### config.mk
export PLATFORM = sky130hd
export DESIGN_NAME = runway_priority_queue_scheduler
export DESIGN_NICKNAME = d
export VERILOG_FILES = /design/src/rps_pkg.sv /design/src/runway_priority_queue_scheduler.sv /design/src/rps_ram.sv /design/src/rps_queue.sv /design/src/rps_stats.sv
export VERILOG_INCLUDE_DIRS = /design/src /design/src/src
export SDC_FILE = /design/constraint.sdc
export NUM_CORES = 2
export LEC_CHECK = 0
export ABC_AREA = 1
export BUFFER_PORTS_ARGS = -buffer_cell sky130_fd_sc_hd__buf_4
export CORE_ASPECT_RATIO = 1.75
export CORE_MARGIN = 4
export CORE_UTILIZATION = 57
export DETAILED_ROUTE_END_ITERATION = 8
export PLACE_DENSITY = 0.81
export SETUP_SLACK_MARGIN = 0.4
export SYNTH_ARGS = -nofsm -noshare
export SYNTH_HDL_FRONTEND = slang
export SYNTH_SLANG_ARGS = --single-unit
### constraint.sdc
create_clock -name i_clk -period 16.35 [get_ports i_clk]
set_input_delay 1.635 -clock i_clk [delete_from_list [all_inputs] [get_ports i_clk]]
set_output_delay 1.635 -clock i_clk [all_outputs]
set_load 0.02 [all_outputs]
### src/runway_priority_queue_scheduler_assert.svh
// Assertion helpers for the runway scheduler.
`ifndef RUNWAY_PRIORITY_QUEUE_SCHEDULER_ASSERT_SVH
`define RUNWAY_PRIORITY_QUEUE_SCHEDULER_ASSERT_SVH

// Same-cycle implication, checked out of reset.
`define RPS_ASSERT_NOW(lbl, clk, rst_n, ante, cons, msg) \
    lbl: assert property (@(posedge clk) disable iff (!(rst_n)) (ante) |-> (cons)) \
        else $error(msg);

// Next-cycle implication, checked out of reset.
`define RPS_ASSERT_NEXT(lbl, clk, rst_n, ante, cons, msg) \
    lbl: assert property (@(posedge clk) disable iff (!(rst_n)) (ante) |=> (cons)) \
        else $error(msg);

`endif

### src/rps_pkg.sv
package rps_pkg;

    localparam int LIMIT_W = 5;
    localparam logic [LIMIT_W-1:0] LIMIT_RESET = 5'd16;

    localparam logic [1:0] OP_LAND    = 2'd0;
    localparam logic [1:0] OP_TAKEOFF = 2'd1;
    // any other opcode is a service tick

    localparam logic [2:0] ST_ACCEPTED = 3'd0;
    localparam logic [2:0] ST_REFUSED  = 3'd1;
    localparam logic [2:0] ST_IDLE     = 3'd2;
    localparam logic [2:0] ST_LANDED   = 3'd3;
    localparam logic [2:0] ST_TOOK_OFF = 3'd4;

    typedef struct packed {
        logic [19:0] start;
        logic [15:0] id;
    } t_entry;

    typedef struct packed {
        logic [5:0]  pad;
        logic [19:0] time_now;
        logic [19:0] plane_start;
        logic [15:0] new_plane_id;
        logic [1:0]  opcode;
    } t_item;

    typedef struct packed {
        logic push;
        logic pop;
    } t_q_cmd;

    typedef struct packed {
        logic empty;
        logic full;
    } t_q_stat;

    typedef struct packed {
        logic land_req;
        logic land_ref;
        logic to_req;
        logic to_ref;
        logic land_srv;
        logic to_srv;
        logic idle;
    } t_stat_evt;

    typedef struct packed {
        logic [31:0] idle_ticks;
        logic [47:0] takeoff_wait_total;
        logic [47:0] land_wait_total;
        logic [31:0] takeoffs;
        logic [31:0] landings;
        logic [31:0] takeoff_refused;
        logic [31:0] takeoff_requests;
        logic [31:0] land_refused;
        logic [31:0] land_requests;
    } t_stat_vals;

    typedef struct packed {
        logic        pad;
        t_stat_vals  stats;
        logic [19:0] served_plane_start;
        logic [15:0] served_plane_id;
        logic [2:0]  status;
    } t_result;

endpackage

### src/runway_priority_queue_scheduler.sv
// Channel    Direction  Signals                                   Content
// s_axis     in         s_axis_tvalid/tready/tdata[63:0]          request or service tick
// m_axis     out        m_axis_tvalid/tready/tdata[359:0]         status, served plane, counters
// cfg        in         i_cfg_valid/o_cfg_ready/i_cfg_data[4:0]   admission limit per queue
//
// Each item is handled in S_IDLE then S_EXEC: the accept beat issues the queue RAM
// reads at both heads, and S_EXEC uses the read data and writes back.
// The output register holds one result; S_EXEC waits while it is full and not taken.
// Reset is synchronous, active low; queue RAM contents are not cleared.
// cfg is always ready.
`include "runway_priority_queue_scheduler_assert.svh"

module runway_priority_queue_scheduler #(
    parameter int QUEUE_DEPTH = 16
) (
    input  logic                        i_clk,
    input  logic                        i_rst_n,
    input  logic                        s_axis_tvalid,
    output logic                        s_axis_tready,
    // opcode[1:0], new_plane_id[17:2], plane_start[37:18], time_now[57:38], zero pad
    input  logic [63:0]                 s_axis_tdata,
    output logic                        m_axis_tvalid,
    input  logic                        m_axis_tready,
    // status[2:0], served_plane_id[18:3], served_plane_start[38:19],
    // land_requests[70:39], land_refused[102:71], takeoff_requests[134:103],
    // takeoff_refused[166:135], landings[198:167], takeoffs[230:199],
    // land_wait_total[278:231], takeoff_wait_total[326:279], idle_ticks[358:327], pad
    output logic [359:0]                m_axis_tdata,
    input  logic                        i_cfg_valid,
    output logic                        o_cfg_ready,
    input  logic [rps_pkg::LIMIT_W-1:0] i_cfg_data
);

    typedef enum logic [1:0] {
        S_IDLE = 2'b01,
        S_EXEC = 2'b10
    } t_state;

    t_state r_state, n_state;
    logic [rps_pkg::LIMIT_W-1:0] r_limit;
    rps_pkg::t_item   w_in;
    rps_pkg::t_item   r_item;
    rps_pkg::t_result r_out, n_out;
    logic             r_out_valid;
    logic             w_accept, w_go;
    rps_pkg::t_q_cmd  w_land_cmd, w_to_cmd;
    rps_pkg::t_q_stat w_land_stat, w_to_stat;
    rps_pkg::t_entry  w_land_rd, w_to_rd, w_new;
    rps_pkg::t_stat_evt  w_evt;
    rps_pkg::t_stat_vals w_stats;
    logic [19:0]      w_wait_start;

    assign w_in          = rps_pkg::t_item'(s_axis_tdata);
    assign s_axis_tready = (r_state == S_IDLE);
    assign w_accept      = s_axis_tvalid && s_axis_tready;
    assign w_go          = (r_state == S_EXEC) && (!r_out_valid || m_axis_tready);
    assign o_cfg_ready   = 1'b1;

    assign w_new.id    = r_item.new_plane_id;
    assign w_new.start = r_item.plane_start;

    always_comb begin
        w_land_cmd = '0;
        w_to_cmd   = '0;
        w_evt      = '0;
        n_out      = '0;
        n_out.status = rps_pkg::ST_IDLE;
        if (w_go) begin
            case (r_item.opcode)
                rps_pkg::OP_LAND: begin
                    w_evt.land_req = 1'b1;
                    if (w_land_stat.full) begin
                        w_evt.land_ref = 1'b1;
                        n_out.status   = rps_pkg::ST_REFUSED;
                    end else begin
                        w_land_cmd.push = 1'b1;
                        n_out.status    = rps_pkg::ST_ACCEPTED;
                    end
                end
                rps_pkg::OP_TAKEOFF: begin
                    w_evt.to_req = 1'b1;
                    if (w_to_stat.full) begin
                        w_evt.to_ref = 1'b1;
                        n_out.status = rps_pkg::ST_REFUSED;
                    end else begin
                        w_to_cmd.push = 1'b1;
                        n_out.status  = rps_pkg::ST_ACCEPTED;
                    end
                end
                default: begin
                    // service tick: landing first, then takeoff
                    if (!w_land_stat.empty) begin
                        w_land_cmd.pop           = 1'b1;
                        w_evt.land_srv           = 1'b1;
                        n_out.status             = rps_pkg::ST_LANDED;
                        n_out.served_plane_id    = w_land_rd.id;
                        n_out.served_plane_start = w_land_rd.start;
                    end else if (!w_to_stat.empty) begin
                        w_to_cmd.pop             = 1'b1;
                        w_evt.to_srv             = 1'b1;
                        n_out.status             = rps_pkg::ST_TOOK_OFF;
                        n_out.served_plane_id    = w_to_rd.id;
                        n_out.served_plane_start = w_to_rd.start;
                    end else begin
                        w_evt.idle   = 1'b1;
                        n_out.status = rps_pkg::ST_IDLE;
                    end
                end
            endcase
        end
        n_out.stats = w_stats;
    end

    always_comb begin
        n_state = r_state;
        case (r_state)
            S_IDLE:  if (w_accept) n_state = S_EXEC;
            S_EXEC:  if (w_go)     n_state = S_IDLE;
            default: n_state = S_IDLE;
        endcase
    end

    always_ff @(posedge i_clk) begin
        if (!i_rst_n) begin
            r_state     <= S_IDLE;
            r_limit     <= rps_pkg::LIMIT_RESET;
            r_out_valid <= 1'b0;
        end else begin
            r_state <= n_state;
            if (i_cfg_valid) begin
                r_limit <= i_cfg_data;
            end
            if (w_go) begin
                r_out_valid <= 1'b1;
            end else if (m_axis_tready) begin
                r_out_valid <= 1'b0;
            end
        end
    end

    always_ff @(posedge i_clk) begin
        if (w_accept) begin
            r_item <= w_in;
        end
        if (w_go) begin
            r_out <= n_out;
        end
    end

    // RAM reads are issued on the accept beat; writes land in the exec cycle,
    // so a later accept always sees them.
    rps_queue #(.QUEUE_DEPTH(QUEUE_DEPTH)) u_land_q (
        .i_clk     (i_clk),
        .i_rst_n   (i_rst_n),
        .i_limit   (r_limit),
        .i_rd      (w_accept),
        .i_cmd     (w_land_cmd),
        .i_wr_data (w_new),
        .o_rd_data (w_land_rd),
        .o_stat    (w_land_stat)
    );

    rps_queue #(.QUEUE_DEPTH(QUEUE_DEPTH)) u_takeoff_q (
        .i_clk     (i_clk),
        .i_rst_n   (i_rst_n),
        .i_limit   (r_limit),
        .i_rd      (w_accept),
        .i_cmd     (w_to_cmd),
        .i_wr_data (w_new),
        .o_rd_data (w_to_rd),
        .o_stat    (w_to_stat)
    );

    assign w_wait_start = w_land_stat.empty ? w_to_rd.start : w_land_rd.start;

    rps_stats u_stats (
        .i_clk   (i_clk),
        .i_rst_n (i_rst_n),
        .i_evt   (w_evt),
        .i_now   (r_item.time_now),
        .i_start (w_wait_start),
        .o_next  (w_stats)
    );

    assign m_axis_tvalid = r_out_valid;
    assign m_axis_tdata  = r_out;

    `RPS_ASSERT_NEXT(a_accept_to_exec, i_clk, i_rst_n, w_accept,
        (r_state == S_EXEC) && !s_axis_tready, "accept did not enter exec")
    `RPS_ASSERT_NEXT(a_exec_delivers, i_clk, i_rst_n, w_go,
        m_axis_tvalid && s_axis_tready, "exec cycle did not load a result")
    `RPS_ASSERT_NOW(a_no_push_full, i_clk, i_rst_n, w_land_cmd.push || w_to_cmd.push,
        !(w_land_cmd.push && w_land_stat.full) && !(w_to_cmd.push && w_to_stat.full),
        "push into a full queue")

endmodule

### src/rps_ram.sv
module rps_ram #(
    parameter int WIDTH = 36,
    parameter int DEPTH = 16
) (
    input  logic                     i_clk,
    input  logic                     i_wr_en,
    input  logic [$clog2(DEPTH)-1:0] i_wr_addr,
    input  logic [WIDTH-1:0]         i_wr_data,
    input  logic                     i_rd_en,
    input  logic [$clog2(DEPTH)-1:0] i_rd_addr,
    output logic [WIDTH-1:0]         o_rd_data
);

    logic [WIDTH-1:0] r_mem [DEPTH];
    logic [WIDTH-1:0] r_rd_data;

    always_ff @(posedge i_clk) begin
        if (i_wr_en) begin
            r_mem[i_wr_addr] <= i_wr_data;
        end
        if (i_rd_en) begin
            r_rd_data <= r_mem[i_rd_addr];
        end
    end

    assign o_rd_data = r_rd_data;

endmodule

### src/rps_queue.sv
module rps_queue #(
    parameter int QUEUE_DEPTH = 16
) (
    input  logic                        i_clk,
    input  logic                        i_rst_n,
    input  logic [rps_pkg::LIMIT_W-1:0] i_limit,
    input  logic                        i_rd,
    input  rps_pkg::t_q_cmd             i_cmd,
    input  rps_pkg::t_entry             i_wr_data,
    output rps_pkg::t_entry             o_rd_data,
    output rps_pkg::t_q_stat            o_stat
);

    localparam int AW = $clog2(QUEUE_DEPTH);
    localparam int CW = $clog2(QUEUE_DEPTH + 1);
    localparam int LW = (CW > rps_pkg::LIMIT_W) ? CW : rps_pkg::LIMIT_W;

    logic [AW-1:0] r_head, n_head;
    logic [CW-1:0] r_count, n_count;
    logic [LW-1:0] w_lim_raw, w_lim;
    logic [AW:0]   w_sum;
    logic [AW-1:0] w_tail;
    logic [$bits(rps_pkg::t_entry)-1:0] w_rd_raw;

    // admission limit is capped at the physical depth
    assign w_lim_raw = LW'(i_limit);
    assign w_lim     = (w_lim_raw > LW'(QUEUE_DEPTH)) ? LW'(QUEUE_DEPTH) : w_lim_raw;

    assign o_stat.empty = (r_count == '0);
    assign o_stat.full  = (LW'(r_count) >= w_lim);

    assign w_sum  = (AW+1)'(r_head) + (AW+1)'(r_count);
    assign w_tail = (w_sum >= (AW+1)'(QUEUE_DEPTH)) ?
                    AW'(w_sum - (AW+1)'(QUEUE_DEPTH)) : AW'(w_sum);

    always_comb begin
        n_head  = r_head;
        n_count = r_count;
        if (i_cmd.push) begin
            n_count = r_count + CW'(1);
        end else if (i_cmd.pop) begin
            n_count = r_count - CW'(1);
            n_head  = (r_head == AW'(QUEUE_DEPTH - 1)) ? '0 : r_head + AW'(1);
        end
    end

    always_ff @(posedge i_clk) begin
        if (!i_rst_n) begin
            r_head  <= '0;
            r_count <= '0;
        end else begin
            r_head  <= n_head;
            r_count <= n_count;
        end
    end

    rps_ram #(
        .WIDTH ($bits(rps_pkg::t_entry)),
        .DEPTH (QUEUE_DEPTH)
    ) u_ram (
        .i_clk     (i_clk),
        .i_wr_en   (i_cmd.push),
        .i_wr_addr (w_tail),
        .i_wr_data (i_wr_data),
        .i_rd_en   (i_rd),
        .i_rd_addr (r_head),
        .o_rd_data (w_rd_raw)
    );

    assign o_rd_data = rps_pkg::t_entry'(w_rd_raw);

endmodule

### src/rps_stats.sv
module rps_stats (
    input  logic                i_clk,
    input  logic                i_rst_n,
    input  rps_pkg::t_stat_evt  i_evt,
    input  logic [19:0]         i_now,
    input  logic [19:0]         i_start,
    output rps_pkg::t_stat_vals o_next
);

    rps_pkg::t_stat_vals r_vals, n_vals;
    logic [19:0] w_wait;

    function automatic logic [31:0] sat_inc(input logic [31:0] v, input logic en);
        logic [31:0] res;
        res = v;
        if (en && (v != '1)) begin
            res = v + 32'd1;
        end
        return res;
    endfunction

    function automatic logic [47:0] sat_add(input logic [47:0] v, input logic [19:0] d,
                                            input logic en);
        logic [48:0] sum;
        logic [47:0] res;
        sum = {1'b0, v} + 49'(d);
        res = v;
        if (en) begin
            res = sum[48] ? '1 : sum[47:0];
        end
        return res;
    endfunction

    // late start counts as zero wait
    assign w_wait = (i_now > i_start) ? (i_now - i_start) : '0;

    always_comb begin
        n_vals                    = r_vals;
        n_vals.land_requests      = sat_inc(r_vals.land_requests, i_evt.land_req);
        n_vals.land_refused       = sat_inc(r_vals.land_refused, i_evt.land_ref);
        n_vals.takeoff_requests   = sat_inc(r_vals.takeoff_requests, i_evt.to_req);
        n_vals.takeoff_refused    = sat_inc(r_vals.takeoff_refused, i_evt.to_ref);
        n_vals.landings           = sat_inc(r_vals.landings, i_evt.land_srv);
        n_vals.takeoffs           = sat_inc(r_vals.takeoffs, i_evt.to_srv);
        n_vals.idle_ticks         = sat_inc(r_vals.idle_ticks, i_evt.idle);
        n_vals.land_wait_total    = sat_add(r_vals.land_wait_total, w_wait, i_evt.land_srv);
        n_vals.takeoff_wait_total = sat_add(r_vals.takeoff_wait_total, w_wait, i_evt.to_srv);
    end

    always_ff @(posedge i_clk) begin
        if (!i_rst_n) begin
            r_vals <= '0;
        end else begin
            r_vals <= n_vals;
        end
    end

    assign o_next = n_vals;

endmodule
# Word level (Yosys, flattened, before mapping)

Memories as Yosys holds them, arrays and structs flattened. A register that Yosys moved wholly into a read port is not among the register bits.
Cells that the tools add are included.

Bits of input ports: 74
Memories: 2
Register bits: 763
Output and inout port bits: 363
Bits in writable memories: 1152

Memory list:

| name                    | words | bits a word | read ports | clocked after Yosys merged registers in | wr ports | RTL line      | RTL |
|---|---|---|---|---|---|---|---|
| u_land_q.u_ram.r_mem    | 16    | 36          | 1          | 1                                       | 1        | rps_ram.sv:14 | `logic [WIDTH-1:0] r_mem [DEPTH];` |
| u_takeoff_q.u_ram.r_mem | 16    | 36          | 1          | 1                                       | 1        | rps_ram.sv:14 |  |

Reductions and logical operators: 21
Equality and inequality tests: 14
Add/subtract/negate cells: 20
Multiplexer cells: 56
$lt $le $gt $ge: 6
Bitwise gates (word level): 2

Operator list:

| cell                  | count |
|---|---|
| $add 32x1->32 const B | 7 |
| $mux 32               | 7 |
| $ne 32x32->1 const B  | 7 |
| $mux 48               | 4 |
| $add 48x20->49        | 2 |
| $mux 20               | 2 |
| $mux 39               | 1 |
| $mux 36               | 1 |
| $mux 5                | 5 |
| $gt 20x20->1          | 1 |
| $mux 1                | 20 |
| $sub 20x20->20        | 1 |
| $mux 4                | 4 |
| $mux 2                | 7 |
| $add 4x5->5           | 2 |
| $add 5x1->5 const B   | 2 |
| $ge 5x5->1            | 2 |
| $ge 5x5->1 const B    | 2 |
| $logic_not 5->1       | 2 |
| $sub 5x1->5 const B   | 2 |
| $logic_and 1x1->1     | 9 |
| $add 4x1->4 const B   | 2 |
| $eq 4x4->1 const B    | 2 |
| $sub 4x1->4 const B   | 2 |
| other kinds (16)      | 23 |

# Longest topological paths before layout

Depth in word-level cells: 8
Gate-level depth with buffers: 39
Depth with buffers taken out: 37

# Hierarchy

Synthesis repeated with hierarchy kept, for this count alone.

Cell total of the unflattened synthesis: 9051
Area, all modules: 88787.7 µm²

By module, submodules not included:

| module                          | cells each | area each (µm²) | instances |
|---|---|---|---|
| rps_ram (u_land_q.u_ram)        | 2379       | 25867.3         | 1 |
| rps_ram (u_takeoff_q.u_ram)     | 2379       | 25754.7         | 1 |
| rps_stats                       | 3451       | 21941.0         | 1 |
| runway_priority_queue_scheduler | 628        | 13633.1         | 1 |
| rps_queue                       | 107        | 795.8           | 2 |

# Least setup slack after synthesis

No wires, ideal clock.

Path type: input to register
Start point: input port m_axis_tready
End point: memory u_takeoff_q.u_ram.r_mem[0][0] (enable)
Buffers on the path: 0
Slack: 4.308 ns
Arrival time: 11.613 ns
Setup time: 0.429 ns
Stages on the path: 8
Path through: inv_1 > nand2_1 > nand2_2 > inv_1 > nand3_1 > nor2_1 > nand3_1 > nor2_1

Longest elaborated chain between the ends: 5

RTL lines:

| item                         | RTL line                              | RTL |
|---|---|---|
| start, declared              | runway_priority_queue_scheduler.sv:23 | `input logic m_axis_tready,` |
| $logic_or 1x1->1             | runway_priority_queue_scheduler.sv:56 | `assign w_go = (r_state == S_EXEC) && (!r_out_valid \|\| m_axis_tready);` |
| $logic_and 1x1->1            | runway_priority_queue_scheduler.sv:56 |  |
| named net w_go               | runway_priority_queue_scheduler.sv:45 | `logic w_accept, w_go;` |
| $mux 2                       | runway_priority_queue_scheduler.sv:68 | `if (w_go) begin` |
| $mux 1                       | rps_ram.sv:18                         | `if (i_wr_en) begin` |
| $mux 1 (implied by the code) | rps_ram.sv:19                         | `r_mem[i_wr_addr] <= i_wr_data;` |
| end, declared                | rps_ram.sv:14                         |  |

The timed path passes the listed nets, and every way through them passes these cells.

==> results.py <==
metrics = {
    "power_and_ir_drop": {
        "p_clk_share_pct": 41.3,
        "p_sw_share_pct": 21.36,
        "p_per_area_nw_per_um2": 104.5,
        "peakVddDrop_uv": 114.5,
        "p_switching_mw": 2.109,
        "combPwrFrac_pct": 2.5,
        "p_leak_nw": 34.05,
        "p_int_mw": 7.764,
        "power_frac_seq_pct": 56.2,
    },
    "detailed_routing": {
        "firstDrtPassIters": 7,
        "drt_wl_total_um": 236500,
        "postRouteAntennaNets": 0,
        "avgRoutedWirePerCell_um": 24.17,
        "viasPerCell": 6.053,
        "dr_total_vias": 59216,
        "drtIter0Drc": 6531,
        "drc": 0,
    },
    "sta": {
        "finalSetupViolations": 0,
        "worst_pin_slew_ps": 1286,
        "fin_setup_tns_ps": 0,
        "skew_ps": 51.13,
        "fin_crit_ps": 8103,
        "finalWorstSetupSlack_ps": 8247,
        "relSlewSlack_pct": 14.28,
        "maxClockFrequency_mhz": 123.4,
        "rsz0062_at_grt": "false",
        "whs_ps": 508.0,
        "hold_violations": 0,
        "period_share_pct": 49.56,
        "final_max_slew_viol_count": 0,
    },
    "global_routing": {
        "grt_pass1_vias": 58487,
        "grtUsageMet2_pct": 53.43,
        "grt_max_degree": 196,
        "antenna_found_initial": 14,
        "grt-ovfl-total": 0,
        "grt_use_met3_pct": 5.624,
        "track_usage_pct": 30.17,
        "grt_busiest_layer": "met2",
        "grt_pass1_wl_um": 349000,
        "grt_use_met1_pct": 34.33,
    },
    "worst_setup_path": {
        "critPathMaxStageDelay_ps": 720,
        "crit_path_start_kind": "flop",
        "worst_ep_required_time_ps": 17090,
        "cp_max_fo": 48,
        "cp_slowest_cell": "buf_4",
        "endpoint_kind": "flop",
        "cpMostUsedCell": "nand2_1",
        "crit_type": "reg -> reg",
        "critPathArrivalTime_ps": 8840,
    },
    "clocking": {
        "clockBufferDepth": 3,
        "numCtsBuffers": 168,
        "insertion_delay_ps": 830,
        "cts_hold_buf": 0,
        "cts_tree": "built",
        "post_cts.repair.setup_buffers": 0,
        "cts.clk_slew.worst_paths_ps": 70,
        "cts_resized": 0,
        "h-tree-depth": 4,
        "clockRootBuffer": "clkbuf_16",
        "cts.sinks": 1987,
    },
    "final_layout": {
        "drive_above_1_share_pct": 11.44,
        "area_growth_pct": 13.12,
        "nets": 7924,
    },
    "flow_run": {
        "drv_cap": 0,
    },
    "die": {
        "die-area_um2": 153000,
        "fp.dieW_um": 297.4,
        "rows": 185,
        "start_util_pct": 57.46,
        "ios": 437,
        "die_h_um": 514.4,
        "core_area_um2": 145400,
    },
    "logic_synthesis": {
        "ys_async_sr_fraction_pct": 0,
        "ys_ff_latch": 1987,
        "syn-cell-area_um2": 83520,
        "yosys.cell_types.count": 65,
        "avgSynthCellArea_um2": 11.31,
        "yosysSeqAreaShare_pct": 67.29,
        "syn-num-nets": 7546,
        "synth_edf_count": 1641,
        "yosysWarningCount": 0,
        "syn_inst": 7386,
        "synthFlopType": "edfxtp_1",
    },
    "status": {
        "outcome": "completed",
    },
    "place": {
        "gp_congestion": 0.9686,
        "hpwl_um": 150900,
        "dp_slack_ps": 8505,
        "port_buffers": 428,
    },
    "hold_path": {
        "min_path_type": "reg -> reg",
    },
}
-- layout make-up --
| class | count | area, um^2 |
|---|---|---|
| clock buffer | 214 | 4499 |
| multi-input combinational | 4422 | 23880 |
| clock inverter | 97 | 1137 |
| sequential | 1987 | 56220 |
| inverter | 686 | 2600 |
| timing repair buffer | 499 | 3784 |
| antenna | 8 | 20.02 |
| tap | 1870 | 2340 |
| fill | 10470 | 50890 |
-- final timing paths --
path,startpoint,to,slack [ps],depth (start not counted)
min,u_stats.r_vals[186],u_stats.r_vals[186],510,2
min reg2reg,u_stats.r_vals[186],u_stats.r_vals[186],510,2
max reg2reg,u_land_q.r_count[1],u_stats.r_vals[224],8250,31
max,u_land_q.r_count[1],u_stats.r_vals[224],8250,31
-- state kept, by name, summed over array words and instances, names as in the netlist --
signal / cells
u_land_q.u_ram.r_mem: 576
u_takeoff_q.u_ram.r_mem: 576
m_axis_tdata: 359
u_stats.r_vals: 320
r_item: 58
u_land_q.u_ram.o_rd_data: 36
u_takeoff_q.u_ram.o_rd_data: 36
r_limit: 5
u_land_q.r_count: 5
u_takeoff_q.r_count: 5
u_land_q.r_head: 4
u_takeoff_q.r_head: 4
r_state: 2
m_axis_tvalid: 1
-- power groups by stage --
stage | registers, mW | logic, mW | clock network, mW
2_1_floorplan | 5.65 | 0.141 | 0
3_3_place_gp | 5.66 | 0.240 | 0
3_5_place_dp | 5.66 | 0.243 | 0
4_1_cts | 5.55 | 0.244 | 4.11
5_1_grt | 5.55 | 0.265 | 4.32
6_report | 5.55 | 0.247 | 4.07
-- stage by stage --
step | utilization [%] | std cells | total power, mW | instance area (um^2)
floorplan | - | 7386 | 5.795 | 83520
finish | 64.99 | 9783 | 9.873 | 94480
global route | 64.98 | 9776 | 10.14 | 94460
global placement | 61.10 | 9464 | 5.895 | 88820
CTS | 64.98 | 9775 | 9.902 | 94460
detailed placement | 61.10 | 9464 | 5.904 | 88820
-- placed cells by master, fill, tap and decap left out, drive strengths merged, types with 16 or more instances in the layout --
master  synthesis  layout
nand3         323     323
nor2         1231    1231
nor3          170     170
or2            36      36
inv           679     694
xor2          195     195
o21ai         358     358
buf            46     499
nand2        1040    1040
o32ai         172     172
a31oi          20      20
a32o           16      16
clkbuf        245     214
clkinv          7      67
ha             81      81
and2           40      40
nor4           58      58
edfxtp       1641    1641
xnor2          47      47
nand4         115     115
o221ai        116     116
o211ai         28      28
mux2i         137     137
dfxtp         346     346
a21oi         168     168
-- per-layer routing --
layer,up-vias,wire (um)
met1,28457,80560
met5,-,56
met3,798,21130
met4,8,15580
met2,3373,119100
li1,26580,-
-- kinds of logic after synthesis --
kind of cell | Yosys count | synth area share [%]
xor+xnor | 242 | 2.538
fa+ha+maj | 86 | 1.333
flops | 1987 | 67.29
compound gates | 918 | 7.209
buf+inv | 977 | 4.440
simple gates | 3037 | 15.54
other cells | 2 | 0.008992
mux | 137 | 1.642
-- worst max-delay path: cells and delay by family, from the launching register on --
kind                     cells  cell delay, ps
AND/OR/NAND/NOR             16            3000
AO/OA/AOI/OAI                9            2270
buffers and inverters        3             920
adder cells (fa/ha/maj)      2             660
multiplexers                 1             610
flip-flops                   1             550
-- synth_stat cells (116+ instances only) --
cell type  count  share of area (%)
a21oi_1      163               0.98
clkbuf_1     245                1.1
dfxtp_1      346                8.3
edfxtp_1    1641                 59
inv_1        671                3.0
mux2i_1      137                1.6
nand2_1     1023                4.6
nand3_1      303                1.8
nor2_1      1219                5.5
nor3_1       165               0.99
o21ai_0      354                2.1
o221ai_1     116                1.2
o32ai_1      172                1.8
xor2_1       195                2.0
(Power assumes the default switching activity.)
